<file path="src/qcs_pkg.sv">
`default_nettype none

package qcs_pkg;

    localparam int COUNT_WIDTH_DEF = 32;
    localparam int SPEED_W         = 48;
    localparam int WINDOW_W        = 34;
    localparam int CPR_W           = 16;
    localparam int TIME_W          = 64;
    localparam int POS_W           = 32;
    localparam int DATA_W          = 64;
    localparam int ADDR_W          = 4;

    // 60 * 256 = 15360 = 2^14 - 2^10
    localparam int SCALE_SHIFT     = 14;
    localparam int SCALE_SUB_SHIFT = 10;

    localparam logic [WINDOW_W-1:0] WINDOW_NS_RESET      = WINDOW_W'(64'd1000000000);
    localparam logic [CPR_W-1:0]    COUNTS_PER_REV_RESET = CPR_W'(1024);

    localparam logic [SPEED_W-1:0] SPEED_POS_MAX = 48'h7FFF_FFFF_FFFF;
    localparam logic [SPEED_W-1:0] SPEED_NEG_MAG = 48'h8000_0000_0000;

    localparam int REG_WINDOW_NS      = 0;
    localparam int REG_COUNTS_PER_REV = 1;

    localparam logic [ADDR_W-1:0] ADDR_WINDOW_NS      = ADDR_W'(REG_WINDOW_NS * 8);
    localparam logic [ADDR_W-1:0] ADDR_COUNTS_PER_REV = ADDR_W'(REG_COUNTS_PER_REV * 8);

    typedef struct packed {
        logic [WINDOW_W-1:0] window_ns;
        logic [CPR_W-1:0]    counts_per_rev;
    } cfg_t;

    typedef struct packed {
        logic take;
        logic load_fast;
        logic step;
        logic load_slow;
    } cmd_t;

    typedef struct packed {
        logic close;
        logic div_done;
    } sts_t;

endpackage

`default_nettype wire

</file>
<file path="src/qcs_if.sv">
`default_nettype none

interface qcs_sample_if;
    logic        valid;
    logic        ready;
    logic        pin_a;
    logic        pin_b;
    logic [63:0] time_now;

    modport source (output valid, pin_a, pin_b, time_now, input ready);
    modport sink   (input valid, pin_a, pin_b, time_now, output ready);
endinterface

interface qcs_result_if;
    logic               valid;
    logic               ready;
    logic signed [31:0] position;
    logic signed [47:0] speed_rpm_q8;
    logic               speed_valid;

    modport source (output valid, position, speed_rpm_q8, speed_valid, input ready);
    modport sink   (input valid, position, speed_rpm_q8, speed_valid, output ready);
endinterface

`default_nettype wire

</file>
<file path="src/qcs_regs.sv">
`default_nettype none

module qcs_regs (
    input  logic                       clk,
    input  logic                       rst_n,
    input  logic                       psel,
    input  logic                       penable,
    input  logic                       pwrite,
    input  logic [qcs_pkg::ADDR_W-1:0] paddr,
    input  logic [qcs_pkg::DATA_W-1:0] pwdata,
    output logic [qcs_pkg::DATA_W-1:0] prdata,
    output logic                       pready,
    output qcs_pkg::cfg_t              cfg
);
    import qcs_pkg::*;

    logic [WINDOW_W-1:0] window_reg;
    logic [CPR_W-1:0]    cpr_reg;
    logic                wr;

    assign pready = 1'b1;
    assign wr     = psel && penable && pwrite;

    always_ff @(posedge clk or negedge rst_n)
    begin
        if (!rst_n)
        begin
            window_reg <= WINDOW_NS_RESET;
            cpr_reg    <= COUNTS_PER_REV_RESET;
        end
        else if (wr)
        begin
            if (paddr == ADDR_WINDOW_NS)
            begin
                window_reg <= pwdata[WINDOW_W-1:0];
            end
            if (paddr == ADDR_COUNTS_PER_REV)
            begin
                cpr_reg <= pwdata[CPR_W-1:0];
            end
        end
    end

    always_comb
    begin
        prdata = '0;
        if (paddr == ADDR_WINDOW_NS)
        begin
            prdata = DATA_W'(window_reg);
        end
        else if (paddr == ADDR_COUNTS_PER_REV)
        begin
            prdata = DATA_W'(cpr_reg);
        end
    end

    assign cfg.window_ns      = window_reg;
    assign cfg.counts_per_rev = cpr_reg;

endmodule

`default_nettype wire

</file>
<file path="src/qcs_datapath.sv">
`default_nettype none

module qcs_datapath #(
    parameter int COUNT_WIDTH = qcs_pkg::COUNT_WIDTH_DEF
) (
    input  logic                              clk,
    input  logic                              rst_n,
    input  qcs_pkg::cmd_t                     cmd,
    output qcs_pkg::sts_t                     sts,
    input  qcs_pkg::cfg_t                     cfg,
    input  logic                              pin_a,
    input  logic                              pin_b,
    input  logic [qcs_pkg::TIME_W-1:0]        time_now,
    output logic signed [qcs_pkg::POS_W-1:0]  position,
    output logic signed [qcs_pkg::SPEED_W-1:0] speed_rpm_q8,
    output logic                              speed_valid
);
    import qcs_pkg::*;

    localparam int DW    = COUNT_WIDTH + SCALE_SHIFT;
    localparam int CNT_W = $clog2(DW);
    localparam int SW    = (DW > SPEED_W) ? DW : SPEED_W;

    logic                   last_a_reg;
    logic                   last_b_reg;
    logic                   started_reg;
    logic [COUNT_WIDTH-1:0] count_reg;
    logic [COUNT_WIDTH-1:0] wsc_reg;
    logic [TIME_W-1:0]      wst_reg;

    logic                   neg_reg;
    logic [DW-1:0]          quo_reg;
    logic [CPR_W-1:0]       rem_reg;
    logic [CNT_W-1:0]       div_cnt_reg;
    logic [POS_W-1:0]       pos_hold_reg;

    logic [POS_W-1:0]       pos_out_reg;
    logic [SPEED_W-1:0]     speed_out_reg;
    logic                   valid_out_reg;

    logic [TIME_W-1:0]      elapsed;
    logic                   close;
    logic                   rise_a;
    logic                   rise_b;
    logic [COUNT_WIDTH-1:0] count_a;
    logic [COUNT_WIDTH-1:0] count_next;
    logic [COUNT_WIDTH-1:0] diff;
    logic                   diff_neg;
    logic [COUNT_WIDTH-1:0] mag;
    logic [DW-1:0]          dividend;
    logic [CPR_W-1:0]       cpr_eff;
    logic [CPR_W:0]         rem_sh;
    logic                   ge;
    logic [CPR_W-1:0]       rem_new;
    logic [SPEED_W-1:0]     lim;
    logic [SPEED_W-1:0]     mag_sat;
    logic [SPEED_W-1:0]     speed_res;

    assign elapsed = time_now - wst_reg;
    assign close   = started_reg && (elapsed >= TIME_W'(cfg.window_ns));

    assign rise_a = pin_a && !last_a_reg;
    assign rise_b = pin_b && !last_b_reg;

    always_comb
    begin
        count_a = count_reg;
        if (rise_a)
        begin
            count_a = pin_b ? count_reg - COUNT_WIDTH'(1) : count_reg + COUNT_WIDTH'(1);
        end
        count_next = count_a;
        if (rise_b)
        begin
            count_next = pin_a ? count_a + COUNT_WIDTH'(1) : count_a - COUNT_WIDTH'(1);
        end
    end

    assign diff     = count_reg - wsc_reg;
    assign diff_neg = diff[COUNT_WIDTH-1];
    assign mag      = diff_neg ? (~diff + COUNT_WIDTH'(1)) : diff;
    assign dividend = (DW'(mag) << SCALE_SHIFT) - (DW'(mag) << SCALE_SUB_SHIFT);

    assign cpr_eff = (cfg.counts_per_rev == '0) ? CPR_W'(1) : cfg.counts_per_rev;
    assign rem_sh  = {rem_reg, quo_reg[DW-1]};
    assign ge      = rem_sh >= {1'b0, cpr_eff};
    assign rem_new = ge ? CPR_W'(rem_sh - {1'b0, cpr_eff}) : rem_sh[CPR_W-1:0];

    assign lim       = neg_reg ? SPEED_NEG_MAG : SPEED_POS_MAX;
    assign mag_sat   = (SW'(quo_reg) > SW'(lim)) ? lim : SPEED_W'(quo_reg);
    assign speed_res = neg_reg ? (~mag_sat + SPEED_W'(1)) : mag_sat;

    always_ff @(posedge clk or negedge rst_n)
    begin
        if (!rst_n)
        begin
            last_a_reg  <= 1'b0;
            last_b_reg  <= 1'b0;
            started_reg <= 1'b0;
            count_reg   <= '0;
            wsc_reg     <= '0;
            wst_reg     <= '0;
            div_cnt_reg <= '0;
        end
        else if (cmd.take)
        begin
            last_a_reg  <= pin_a;
            last_b_reg  <= pin_b;
            started_reg <= 1'b1;
            count_reg   <= count_next;
            if (!started_reg || close)
            begin
                wst_reg <= time_now;
                wsc_reg <= count_reg;
            end
            div_cnt_reg <= CNT_W'(DW - 1);
        end
        else if (cmd.step)
        begin
            div_cnt_reg <= div_cnt_reg - CNT_W'(1);
        end
    end

    always_ff @(posedge clk)
    begin
        if (cmd.take && close)
        begin
            neg_reg      <= diff_neg;
            quo_reg      <= dividend;
            rem_reg      <= '0;
            pos_hold_reg <= POS_W'(count_next);
        end
        else if (cmd.step)
        begin
            quo_reg <= {quo_reg[DW-2:0], ge};
            rem_reg <= rem_new;
        end

        if (cmd.load_fast)
        begin
            pos_out_reg   <= POS_W'(count_next);
            speed_out_reg <= '0;
            valid_out_reg <= 1'b0;
        end
        else if (cmd.load_slow)
        begin
            pos_out_reg   <= pos_hold_reg;
            speed_out_reg <= speed_res;
            valid_out_reg <= 1'b1;
        end
    end

    assign sts.close    = close;
    assign sts.div_done = (div_cnt_reg == '0);

    assign position     = signed'(pos_out_reg);
    assign speed_rpm_q8 = signed'(speed_out_reg);
    assign speed_valid  = valid_out_reg;

endmodule

`default_nettype wire

</file>
<file path="src/qcs_ctrl.sv">
`default_nettype none

module qcs_ctrl (
    input  logic          clk,
    input  logic          rst_n,
    input  logic          sample_valid,
    output logic          sample_ready,
    output logic          result_valid,
    input  logic          result_ready,
    output qcs_pkg::cmd_t cmd,
    input  qcs_pkg::sts_t sts
);
    import qcs_pkg::*;

    typedef enum logic [2:0] {
        ST_IDLE = 3'b001,
        ST_DIV  = 3'b010,
        ST_LOAD = 3'b100
    } state_t;

    state_t state_reg;
    state_t state_next;
    logic   ov_reg;
    logic   ov_next;
    logic   out_free;

    assign out_free = !ov_reg || result_ready;

    always_comb
    begin
        state_next    = state_reg;
        sample_ready  = 1'b0;
        cmd           = '0;
        unique case (state_reg)
            ST_IDLE:
            begin
                sample_ready  = out_free;
                cmd.take      = sample_valid && out_free;
                cmd.load_fast = cmd.take && !sts.close;
                if (cmd.take && sts.close)
                begin
                    state_next = ST_DIV;
                end
            end
            ST_DIV:
            begin
                cmd.step = 1'b1;
                if (sts.div_done)
                begin
                    state_next = ST_LOAD;
                end
            end
            ST_LOAD:
            begin
                if (out_free)
                begin
                    cmd.load_slow = 1'b1;
                    state_next    = ST_IDLE;
                end
            end
            default:
            begin
                state_next = ST_IDLE;
            end
        endcase
    end

    always_comb
    begin
        ov_next = ov_reg;
        if (cmd.load_fast || cmd.load_slow)
        begin
            ov_next = 1'b1;
        end
        else if (result_ready)
        begin
            ov_next = 1'b0;
        end
    end

    always_ff @(posedge clk or negedge rst_n)
    begin
        if (!rst_n)
        begin
            state_reg <= ST_IDLE;
            ov_reg    <= 1'b0;
        end
        else
        begin
            state_reg <= state_next;
            ov_reg    <= ov_next;
        end
    end

    assign result_valid = ov_reg;

endmodule

`default_nettype wire

</file>
<file path="src/quadrature_counter_with_speed.sv">
`default_nettype none

// Quadrature counter with windowed speed. Each sample word carries pins A and B and a
// nanosecond timestamp and yields one result word: the wrapped position, and when a
// measurement window closes on that sample, the speed in rpm*256 with speed_valid set.
// A sample that closes no window is taken and its result word loaded in the same cycle, so
// samples flow at one per cycle while result words are accepted. A sample that closes a window
// passes through its intake, a bit-serial restoring divider by counts_per_rev that forms
// COUNT_WIDTH+14 quotient bits, and a load, and no new sample is taken until after the load. A result
// word that waits unaccepted holds the intake, and the load, until it is taken. Registers:
// window_ns at byte address 0x0, counts_per_rev at 0x8, 64-bit data; a counts_per_rev of
// zero acts as one.
module quadrature_counter_with_speed #(
    parameter int COUNT_WIDTH = qcs_pkg::COUNT_WIDTH_DEF
) (
    input  logic                       clk,
    input  logic                       rst_n,
    qcs_sample_if.sink                 sample,
    qcs_result_if.source               result,
    input  logic                       psel,
    input  logic                       penable,
    input  logic                       pwrite,
    input  logic [qcs_pkg::ADDR_W-1:0] paddr,
    input  logic [qcs_pkg::DATA_W-1:0] pwdata,
    output logic [qcs_pkg::DATA_W-1:0] prdata,
    output logic                       pready
);
    import qcs_pkg::*;

    cfg_t cfg;
    cmd_t cmd;
    sts_t sts;

    qcs_regs u_regs (
        .clk     (clk),
        .rst_n   (rst_n),
        .psel    (psel),
        .penable (penable),
        .pwrite  (pwrite),
        .paddr   (paddr),
        .pwdata  (pwdata),
        .prdata  (prdata),
        .pready  (pready),
        .cfg     (cfg)
    );

    qcs_ctrl u_ctrl (
        .clk          (clk),
        .rst_n        (rst_n),
        .sample_valid (sample.valid),
        .sample_ready (sample.ready),
        .result_valid (result.valid),
        .result_ready (result.ready),
        .cmd          (cmd),
        .sts          (sts)
    );

    qcs_datapath #(
        .COUNT_WIDTH (COUNT_WIDTH)
    ) u_datapath (
        .clk          (clk),
        .rst_n        (rst_n),
        .cmd          (cmd),
        .sts          (sts),
        .cfg          (cfg),
        .pin_a        (sample.pin_a),
        .pin_b        (sample.pin_b),
        .time_now     (sample.time_now),
        .position     (result.position),
        .speed_rpm_q8 (result.speed_rpm_q8),
        .speed_valid  (result.speed_valid)
    );

endmodule

`default_nettype wire

</file>
<file path="src/flat_wrapper.sv">
// flat-port wrapper written by rule: the top's interface ports become plain ports
module quadrature_counter_with_speed_flat import qcs_pkg::*;
#(
    parameter int COUNT_WIDTH = qcs_pkg::COUNT_WIDTH_DEF
)
  (clk, rst_n, psel, penable, pwrite, paddr, pwdata, prdata, pready, sample_valid, sample_pin_a, sample_pin_b, sample_time_now, sample_ready, result_valid, result_position, result_speed_rpm_q8, result_speed_valid, result_ready);
  qcs_sample_if sample_i ();
  qcs_result_if result_i ();
  input  logic clk;
  input  logic rst_n;
  input  logic psel;
  input  logic penable;
  input  logic pwrite;
  input  logic [qcs_pkg::ADDR_W-1:0] paddr;
  input  logic [qcs_pkg::DATA_W-1:0] pwdata;
  output logic [qcs_pkg::DATA_W-1:0] prdata;
  output logic pready;
  input wire logic [$bits(sample_i.valid)-1:0] sample_valid;
  input wire logic [$bits(sample_i.pin_a)-1:0] sample_pin_a;
  input wire logic [$bits(sample_i.pin_b)-1:0] sample_pin_b;
  input wire logic [$bits(sample_i.time_now)-1:0] sample_time_now;
  output wire logic [$bits(sample_i.ready)-1:0] sample_ready;
  output wire logic [$bits(result_i.valid)-1:0] result_valid;
  output wire logic [$bits(result_i.position)-1:0] result_position;
  output wire logic [$bits(result_i.speed_rpm_q8)-1:0] result_speed_rpm_q8;
  output wire logic [$bits(result_i.speed_valid)-1:0] result_speed_valid;
  input wire logic [$bits(result_i.ready)-1:0] result_ready;
  assign sample_i.valid = sample_valid;
  assign sample_i.pin_a = sample_pin_a;
  assign sample_i.pin_b = sample_pin_b;
  assign sample_i.time_now = sample_time_now;
  assign sample_ready = sample_i.ready;
  assign result_valid = result_i.valid;
  assign result_position = result_i.position;
  assign result_speed_rpm_q8 = result_i.speed_rpm_q8;
  assign result_speed_valid = result_i.speed_valid;
  assign result_i.ready = result_ready;
  quadrature_counter_with_speed #(.COUNT_WIDTH(COUNT_WIDTH)) u_core (.clk(clk), .rst_n(rst_n), .sample(sample_i), .result(result_i), .psel(psel), .penable(penable), .pwrite(pwrite), .paddr(paddr), .pwdata(pwdata), .prdata(prdata), .pready(pready));
endmodule
</file>
<file path="config.mk">
export PLATFORM = sky130hd
export DESIGN_NAME = quadrature_counter_with_speed_flat
export DESIGN_NICKNAME = d
export VERILOG_FILES = /design/src/qcs_pkg.sv /design/src/qcs_if.sv /design/src/qcs_regs.sv /design/src/qcs_datapath.sv /design/src/qcs_ctrl.sv /design/src/quadrature_counter_with_speed.sv /design/src/flat_wrapper.sv
export SDC_FILE = /design/constraint.sdc
export NUM_CORES = 1
export LEC_CHECK = 0
export ABC_AREA = 1
export BUFFER_PORTS_ARGS = -buffer_cell sky130_fd_sc_hd__buf_2
export CAP_MARGIN = 5
export CORE_MARGIN = 5
export CORE_UTILIZATION = 62
export CTS_CLUSTER_SIZE = 10
export DETAILED_ROUTE_END_ITERATION = 8
export PLACE_DENSITY_LB_ADDON = 0.25
export REMOVE_ABC_BUFFERS = 1
export SKIP_LAST_GASP = 1
export SLEW_MARGIN = 10
export SYNTH_ARGS = -nofsm -noshare
export SYNTH_HDL_FRONTEND = slang
export SYNTH_SLANG_ARGS = --single-unit
</file>
<file path="constraint.sdc">
create_clock -name clk -period 9.2 [get_ports clk]
set_input_delay 1.84 -clock clk [delete_from_list [all_inputs] [get_ports clk]]
set_output_delay 1.84 -clock clk [all_outputs]
set_load 0.02 [all_outputs]
</file>
==> impl_metrics.csv <==
group,metric,value,unit
outcome,status,"complete, no violations",
cts,cts_setup_buffers,0,
sta,max_slew_margin,0.194,
hold_path,worstHoldPathType,"flop to flop",
cts,h-tree-depth,2,
setup_path,worstReg2RegStart,"u_core.u_datapath.wst_reg[0]",
setup_path,cp.required,9.64,ns
detailed_routing,dr_wl_met3,6.35,mm
placement,io_buffers,227,
synth,synth_fa_ha_area_frac,0.0823,
synth,synth_xor_area_frac,0.0387,
cts,ctsRootBufferMaster,"clkbuf_16",
sta,slew_viol_final,0,
global_routing,grt_max_degree,191,
detailed_routing,drc,0,
detailed_routing,vias,32500,
synth,ys_types,67,
cells_and_area,drive_above_1_share,0.0795,
floorplan,pin_count,289,
cells_and_area,fillers,4795,
synth,synth_top_flop_cell,"dfrtp_1",
cells_and_area,regArea,9430,um^2
hold_path,min_from,"u_core.u_datapath.speed_rpm_q8[39]",
sta,fin_skew,0.0247,ns
synth,avgSynthCellArea,6.50,um^2
sta,hold_viol_final,0,
setup_path,critPathMaxStageDelay,0.89,ns
synth,synth-edff-count,111,
cts,cts_resized,0,
placement,hpwl,72.6,mm
detailed_routing,wire_per_inst,15.9,um
detailed_routing,ant_nets,0,
global_routing,grt_pass1_wl,149,mm
cts,cts.sinks,367,
detailed_routing,wirelength,93.5,mm
floorplan,die-height,238,um
sta,rsz0062_at_grt,"false",
cells_and_area,synthToLayoutAreaGrowth,8.90,%
sta,tightestPinTransition,1.21,ns
setup_path,slowest_stage,"inv_2",
synth,synthArstFlopShare,0.520,
flow_run,max_cap_viol_count,0,
sta,setup_viol,0,
setup_path,crit_path_end_kind,"flop",
global_routing,grt_pass1_vias,30100,
synth,synth_top_family_by_area,"simple AND/OR/NAND/NOR gates",
placement,routabilityCongestion,1.01,
sta,timing.hold.ws,0.455,ns
cells_and_area,largest_register_ff_count,64,
floorplan,initial_core_util,0.627,
synth,synth_mux_area_frac,0.00217,
setup_path,cp.arrival,6.99,ns
detailed_routing,viasPerCell,5.54,
setup_path,worstPathMaxFanout,47,
cts,cts_tree,"done",
cells_and_area,multi_input_area,19500,um^2
synth,ys_seq_area_frac,0.292,
floorplan,dieWidth,238,um
placement,post-place-ws,2.09,ns
floorplan,coreArea,51500,um^2
synth,yosys_warnings,0,
synth,ys_ff_latch,367,
setup_path,crit_top_cell,"nand3_1",
sta,fin_crit_sh,0.713,
detailed_routing,wl_met1,40.9,mm
cts,numCtsBuffers,45,
setup_path,cp-startpoint,"sample_time_now[0]",
detailed_routing,highest_layer,"met5",
cts,clk_path_buf_depth,3,
synth,synth_simple_gate_area_frac,0.322,
floorplan,die_area,56800,um^2
global_routing,gr-total-overflow,0,
synth,syn_area,32300,um^2
synth,synth_compound_area_frac,0.153,
detailed_routing,dr.pass1.iters,6,
detailed_routing,met2WireLength,42.9,mm
synth,syn_inst,4967,
floorplan,row_count,83,
setup_path,path_class,"input port to flop",
cells_and_area,fin_nets,5499,
cts,clkLatencyLatePin,0.59,ns
cts,cts_hold_buffers,0,
global_routing,antenna_found_initial,2,
setup_path,cp-start-kind,"input port",
sta,layout_setup_ws,2.64,ns
sta,period_minus_slack,6.56,ns
cts,clkTransAtPathRegs,0.05,ns
setup_path,reg2reg_slack,3.72,ns
global_routing,grt_util_all_layers,0.316,
detailed_routing,drt_iter0_drc,2355,
sta,fmax,153,MHz
sta,tns,0,ns
[final timing paths]
kind,endpoint,cells past startpoint
worst max-delay path,u_core.u_datapath.quo_reg[40],25
worst min-delay path,u_core.u_datapath.speed_rpm_q8[39],2
worst max register to register,u_core.u_datapath.quo_reg[40],23
worst min register to register,u_core.u_datapath.speed_rpm_q8[39],2
max in group asynchronous,u_core.u_datapath.wst_reg[0],2
min in group asynchronous,u_core.u_regs.window_reg[6],1
[stage by stage]
stage	instance area, um^2	util	cells
6_report	35200	0.683	5867
5_1_grt	35200	0.683	5866
4_1_cts	35200	0.683	5865
3_5_place_dp	33800	0.656	5781
3_3_place_gp	33800	0.656	5781
2_1_floorplan	31600	-	4853
[synthesized netlist by cell type (all sizes together) (9+ instances only)]
cell type | number | share of area
a21boi | 19 | 0.0046
a21o | 22 | 0.0051
a21oi | 313 | 0.049
a31oi | 16 | 0.0033
and2 | 9 | 0.0017
buf | 80 | 0.018
clkbuf | 63 | 0.0073
dfrtp | 176 | 0.14
dfstp | 15 | 0.012
dfxtp | 65 | 0.040
edfxtp | 111 | 0.10
ha | 206 | 0.080
inv | 726 | 0.084
nand2 | 1490 | 0.17
nand3 | 300 | 0.048
nand3b | 18 | 0.0042
nand4 | 63 | 0.012
nor2 | 536 | 0.063
nor3 | 72 | 0.012
o211ai | 9 | 0.0022
o21a | 98 | 0.023
o21ai | 291 | 0.046
o21bai | 28 | 0.0066
o22ai | 19 | 0.0039
or2 | 20 | 0.0039
xnor2 | 58 | 0.016
xor2 | 84 | 0.023
[worst max-delay path: cells and delay by family]
kind	cells	cell delay, ns
xor+xnor	1	0.19
buf+inv	5	1.22
simple gates	11	1.63
compound gates	5	1.20
fa+ha+maj	3	0.92
[logic make-up (layout without fill, tap and decap cells)]
| family | after synthesis | in the layout |
|---|---|---|
| AO/OA/AOI/OAI | 848 | 848 |
| XOR/XNOR | 142 | 142 |
| adder cells (fa/ha/maj) | 210 | 210 |
| buffers and inverters | 869 | 1058 |
| flip-flops | 367 | 367 |
| multiplexers | 7 | 7 |
| other | 2 | 33 |
| AND/OR/NAND/NOR | 2522 | 2522 |
[placed cells by master, fill, tap and decap left out, types with 20 or more instances in the layout]
cell / n
clkbuf_1: 26
o21ai_0: 255
o21ai_1: 29
a21o_1: 22
xor2_1: 83
nand4_1: 62
nor2_1: 521
buf_2: 226
nor3_1: 67
dfrtp_1: 176
buf_4: 20
o21bai_1: 27
o21a_1: 98
edfxtp_1: 111
a21oi_1: 308
xnor2_1: 58
nand2_1: 1478
conb_1: 31
ha_1: 206
clkbuf_16: 47
nand3_1: 293
inv_1: 717
dfxtp_1: 65
[layer usage]
metal,vias up,track usage
met3,207,0.0407
met1,14800,0.431
li1,16400,-
met4,2,0.107
met2,1079,0.525
met5,-,0
[final cells by class]
cell class / instances / share of cell area
Antenna cell: 2 / 0.000142
Clock buffer: 76 / 0.0374
Clock inverter: 8 / 0.00196
Inverter: 726 / 0.0775
Multi-Input combinational cell: 3760 / 0.553
Sequential cell: 367 / 0.268
Tap cell: 680 / 0.0242
Timing Repair Buffer: 248 / 0.0374
Power is not shown: default switching activity piles up to over one toggle a cycle in this logic, so the estimate is an artifact.
